## src/hdl/kmc_pkg.sv

```systemverilog
// Shared constants, types and helpers for the k-means clustering unit.
package kmc_pkg;

  localparam int unsigned MAX_VECTORS_DEF  = 1024;
  localparam int unsigned MAX_CLUSTERS_DEF = 8;
  localparam int unsigned MAX_DIM_DEF      = 8;

  localparam logic [3:0] RESET_NUM_CLUSTERS  = 4'd2;
  localparam logic [3:0] RESET_VECTOR_LENGTH = 4'd2;
  localparam logic [9:0] RESET_MAX_ITER      = 10'd200;

  localparam logic [1:0] REG_NUM_CLUSTERS  = 2'd0;
  localparam logic [1:0] REG_VECTOR_LENGTH = 2'd1;
  localparam logic [1:0] REG_MAX_ITER      = 2'd2;

  // One component transaction handed from the loader to the engine.
  typedef struct packed {
    logic [31:0] comp;
    logic        last;
  } kmc_item_t;

  // Clamp a 4-bit register into 1..hi.
  function automatic logic [3:0] clamp_cfg(input logic [3:0] v, input logic [3:0] hi);
    logic [3:0] r;
    begin
      r = v;
      if (v == 4'd0) r = 4'd1;
      else if (v > hi) r = hi;
      return r;
    end
  endfunction

endpackage

```

## src/hdl/kmc_queue.sv

```systemverilog
// Two-entry queue between the input front end and the clustering engine.
module kmc_queue (
  input  logic              clk,
  input  logic              rst_n,
  input  logic              wr_valid,
  output logic              wr_ready,
  input  kmc_pkg::kmc_item_t wr_data,
  output logic              rd_valid,
  input  logic              rd_ready,
  output kmc_pkg::kmc_item_t rd_data
);

  kmc_pkg::kmc_item_t mem_r [2];
  logic       wp_r, rp_r;
  logic [1:0] cnt_r;
  logic       do_wr, do_rd;

  assign wr_ready = (cnt_r != 2'd2);
  assign rd_valid = (cnt_r != 2'd0);
  assign rd_data  = mem_r[rp_r];
  assign do_wr    = wr_valid && wr_ready;
  assign do_rd    = rd_valid && rd_ready;

  // Pointer and occupancy update.
  always_ff @(posedge clk) begin
    if (!rst_n) begin
      wp_r  <= 1'b0;
      rp_r  <= 1'b0;
      cnt_r <= 2'd0;
    end else begin
      if (do_wr) wp_r <= ~wp_r;
      if (do_rd) rp_r <= ~rp_r;
      cnt_r <= cnt_r + {1'b0, do_wr} - {1'b0, do_rd};
    end
  end

  // Payload storage.
  always_ff @(posedge clk) begin
    if (do_wr) mem_r[wp_r] <= wr_data;
  end

endmodule

```

## config.mk

```make
export PLATFORM = sky130hd
export DESIGN_NAME = kmc_queue
export DESIGN_NICKNAME = d
export VERILOG_FILES = /design/src/hdl/kmc_pkg.sv /design/src/hdl/kmc_queue.sv
export SDC_FILE = /design/constraint.sdc
export NUM_CORES = 1
export LEC_CHECK = 0
export CAP_MARGIN = 10
export CORE_UTILIZATION = 50
export CTS_CLUSTER_SIZE = 12
export DETAILED_ROUTE_END_ITERATION = 10
export DONT_BUFFER_PORTS = 1
export PLACE_DENSITY_LB_ADDON = 0.15
export SETUP_SLACK_MARGIN = 0.5
export SLEW_MARGIN = 20
export SYNTH_ARGS = -nofsm -noshare
export SYNTH_HDL_FRONTEND = slang
export SYNTH_SLANG_ARGS = --single-unit
```

## constraint.sdc

```tcl
create_clock -name clk -period 6.5 [get_ports clk]
set_clock_uncertainty 0.15 [all_clocks]
set_input_delay 0.65 -clock clk [delete_from_list [all_inputs] [get_ports clk]]
set_output_delay 0.65 -clock clk [all_outputs]
set_load 0.01 [all_outputs]
```

==> qor.txt <==
status = complete, no violations
Final nets = 173
largest net degree at the start of global routing = 34
WP buf/inv = 0
R2R Setup Slk = 4.41 ns
root buffer cell = clkbuf_8
initial drt markers = 67
hold path cells = 0
Setup crit end kind = output port
Avg Synthesized Cell Area = 21.8 um^2
hold_sp = wr_data[0]
Worst EP arrival = 1.86 ns
Pwr Total = 1.19 mW
cell area after synthesis = 2770 um^2
fin crit share = 0.409
Peak VDD IR = 0.263 mV
Sw Ratio = 0.261
Hold Crit Endpoint = mem_r[1][0]
I/O Buffers = 0
Psw = 311 uW
routed len/inst = 18.6 um
GRT Util Overall = 0.140
Reg clk slew, reported paths = 0.07 ns
Comb power frac = 0.201
Clock Power Share = 0.269
first-pass GRT wire length = 5820 um
Die ar. = 5850 um^2
initial antenna violation count = 0
Rel. slew slack = 0.280
Worst R2R Start = cnt_r[0]
Pleak = 1.05 nW
I/O pin count = 72
Finished Cell Area = 2980 um^2
final wirelength = 3880 um
clk buf depth = 2
yosys warns = 0
area delta synth->final = 7.45%
postcts setup bufs = 0
Std-Cell Core Area = 5240 um^2
Setup-failing EPs final = 0
Yosys top cell area share = 0.715
Post-synth ARST share = 0
H-tree levels = 3
Worst Path Max Fanout = 33
Die W = 76.5 um
sequential area share after synthesis = 0.751
Synth Instances = 127
clk sinks = 71
maximum clock frequency = 376 MHz
Post-Syn Nets = 166
cell-internal power = 881 uW
setup ws final = 3.84 ns
power per cell area = 400 nW/um^2
Resize count post-CTS = 0
final critical-path required period = 2.66 ns
final core utilization = 0.569
Initial Utilization = 0.529
CTS buffer count = 9
layout cells sized above 1 = 0.367
worst skew pair latency = 0.33 ns
HP Class = in2reg
Distinct cells, synth = 18
DRC errors left = 0
drt pass-1 iters = 4
CTS tree = done
cell taking the most area after synthesis = edfxtp_1
Final HPWL DP = 2420 um
number of global-route vias before repair = 1,152
maxcap violations = 0
Commonest cells post-synth = edfxtp_1 (66), mux2_4 (30), dfxtp_1 (5)
Die Y = 76.5 um
EDFF count, synth = 66
Final Hold Vio Count = 0
Worst-Margin Slew = 1.08 ns
max incr delay on CP = 1.03 ns
grt total ovfl = 0
slowest CP cell = dfxtp_2
hold_buf cts = 0
antenna cells = 0
row count = 26
DP Area = 2800 um^2
Place WS = 4.17 ns
Setup Crit Path Kind = reg2out
via density per instance = 5.22
Final ANT Viol Nets = 0
Required @ worst endpoint = 5.70 ns
Main synth FF type = edfxtp_1
Sum Neg Setup Slack = 0 ns
crit-path cells = mux2_2
RSZ-0062 raised after global routing = false
worst reg2reg path depth = 3
Synth area leaders = edfxtp_1 (71%), mux2_4 (16%), dfxtp_1 (3.6%)
Filler cells = 396
total number of vias = 1,090
startpoint types = flop
Seq pwr share = 0.530
most common cell in the netlist = edfxtp_1
FF-to-FF End = mem_r[0][23]
kind of cell adding the most delay to the critical path = flip-flops
Placer Congestion = 0.622
post-synthesis register bit count = 71
max-slew violations = 0
cell usage in the layout (no fill, tap or decap):
master	n
mux2_2	3
ha_1	2
clkinv_1	1
and2_1	2
bufinv_16	1
dfxtp_2	1
clkbuf_1	2
o21a_2	1
nor2_4	1
clkbuf_8	9
inv_1	1
and3_2	1
or2_2	1
clkinv_2	3
nor2b_1	2
mux2_4	30
mux2i_1	1
nand2b_1	2
nand2_1	2
dfxtp_1	4
xnor2_1	3
edfxtp_1	66
cell families after synthesis:
kind of cell | after synthesis | share of synthesized area
muxes | 34 | 0.178
adders and majority gates | 2 | 0.00902
DFF | 71 | 0.751
and+or+nand+nor | 11 | 0.0221
AOI/OAI and AO/OA | 1 | 0.00316
xor gates and xnor gates | 3 | 0.00948
buffers and inverters | 5 | 0.0271
routing by layer:
metal,share of wire,wire [um],GRT usage,up-vias
li1,-,-,-,500
met1,0.36,1390,0.135,531
met2,0.52,2020,0.233,51
met3,0.10,389,0.0671,8
met4,0.021,82,0.0981,0
met5,0,0,0,-
power by group through the flow:
stage	logic [mW]	registers [mW]	clock network [mW]
detailed placement	0.243	0.644	0
global route	0.255	0.640	0.344
CTS	0.244	0.634	0.328
finish	0.239	0.632	0.321
global placement	0.238	0.638	0
floorplan	0.268	0.601	0
worst max-delay path by stage:
stage	to	depth (start not counted)
finish	rd_data[1]	1
global route	rd_data[0]	1
CTS	rd_data[1]	1
detailed placement	rd_data[1]	1
global placement	rd_data[1]	1
floorplan	mem_r[0][0]	2
flip-flops by register name, indices dropped and copies added, names as in the netlist, named ones only:
name / flops
cnt_r: 2
mem_r: 66
rp_r: 1
wp_r: 1
stage by stage:
stage	std cells	hold slack (ns)
after detailed placement	193	0.400
final	209	0.262
after CTS	209	0.247
after global routing	209	0.243
after global placement	193	0.349
after floorplan	127	0.305
cell type report:
class                   instances  area (um^2)  share of cell area
clock buffers                  11          131              0.0441
well taps                      70         87.6              0.0294
inverters                       1         3.75             0.00126
clock inverters                 5         48.8              0.0164
multi-input cells              51          624               0.210
flip-flops and latches         71         2080               0.699
Note: power is estimated with default switching activity, not from simulation.
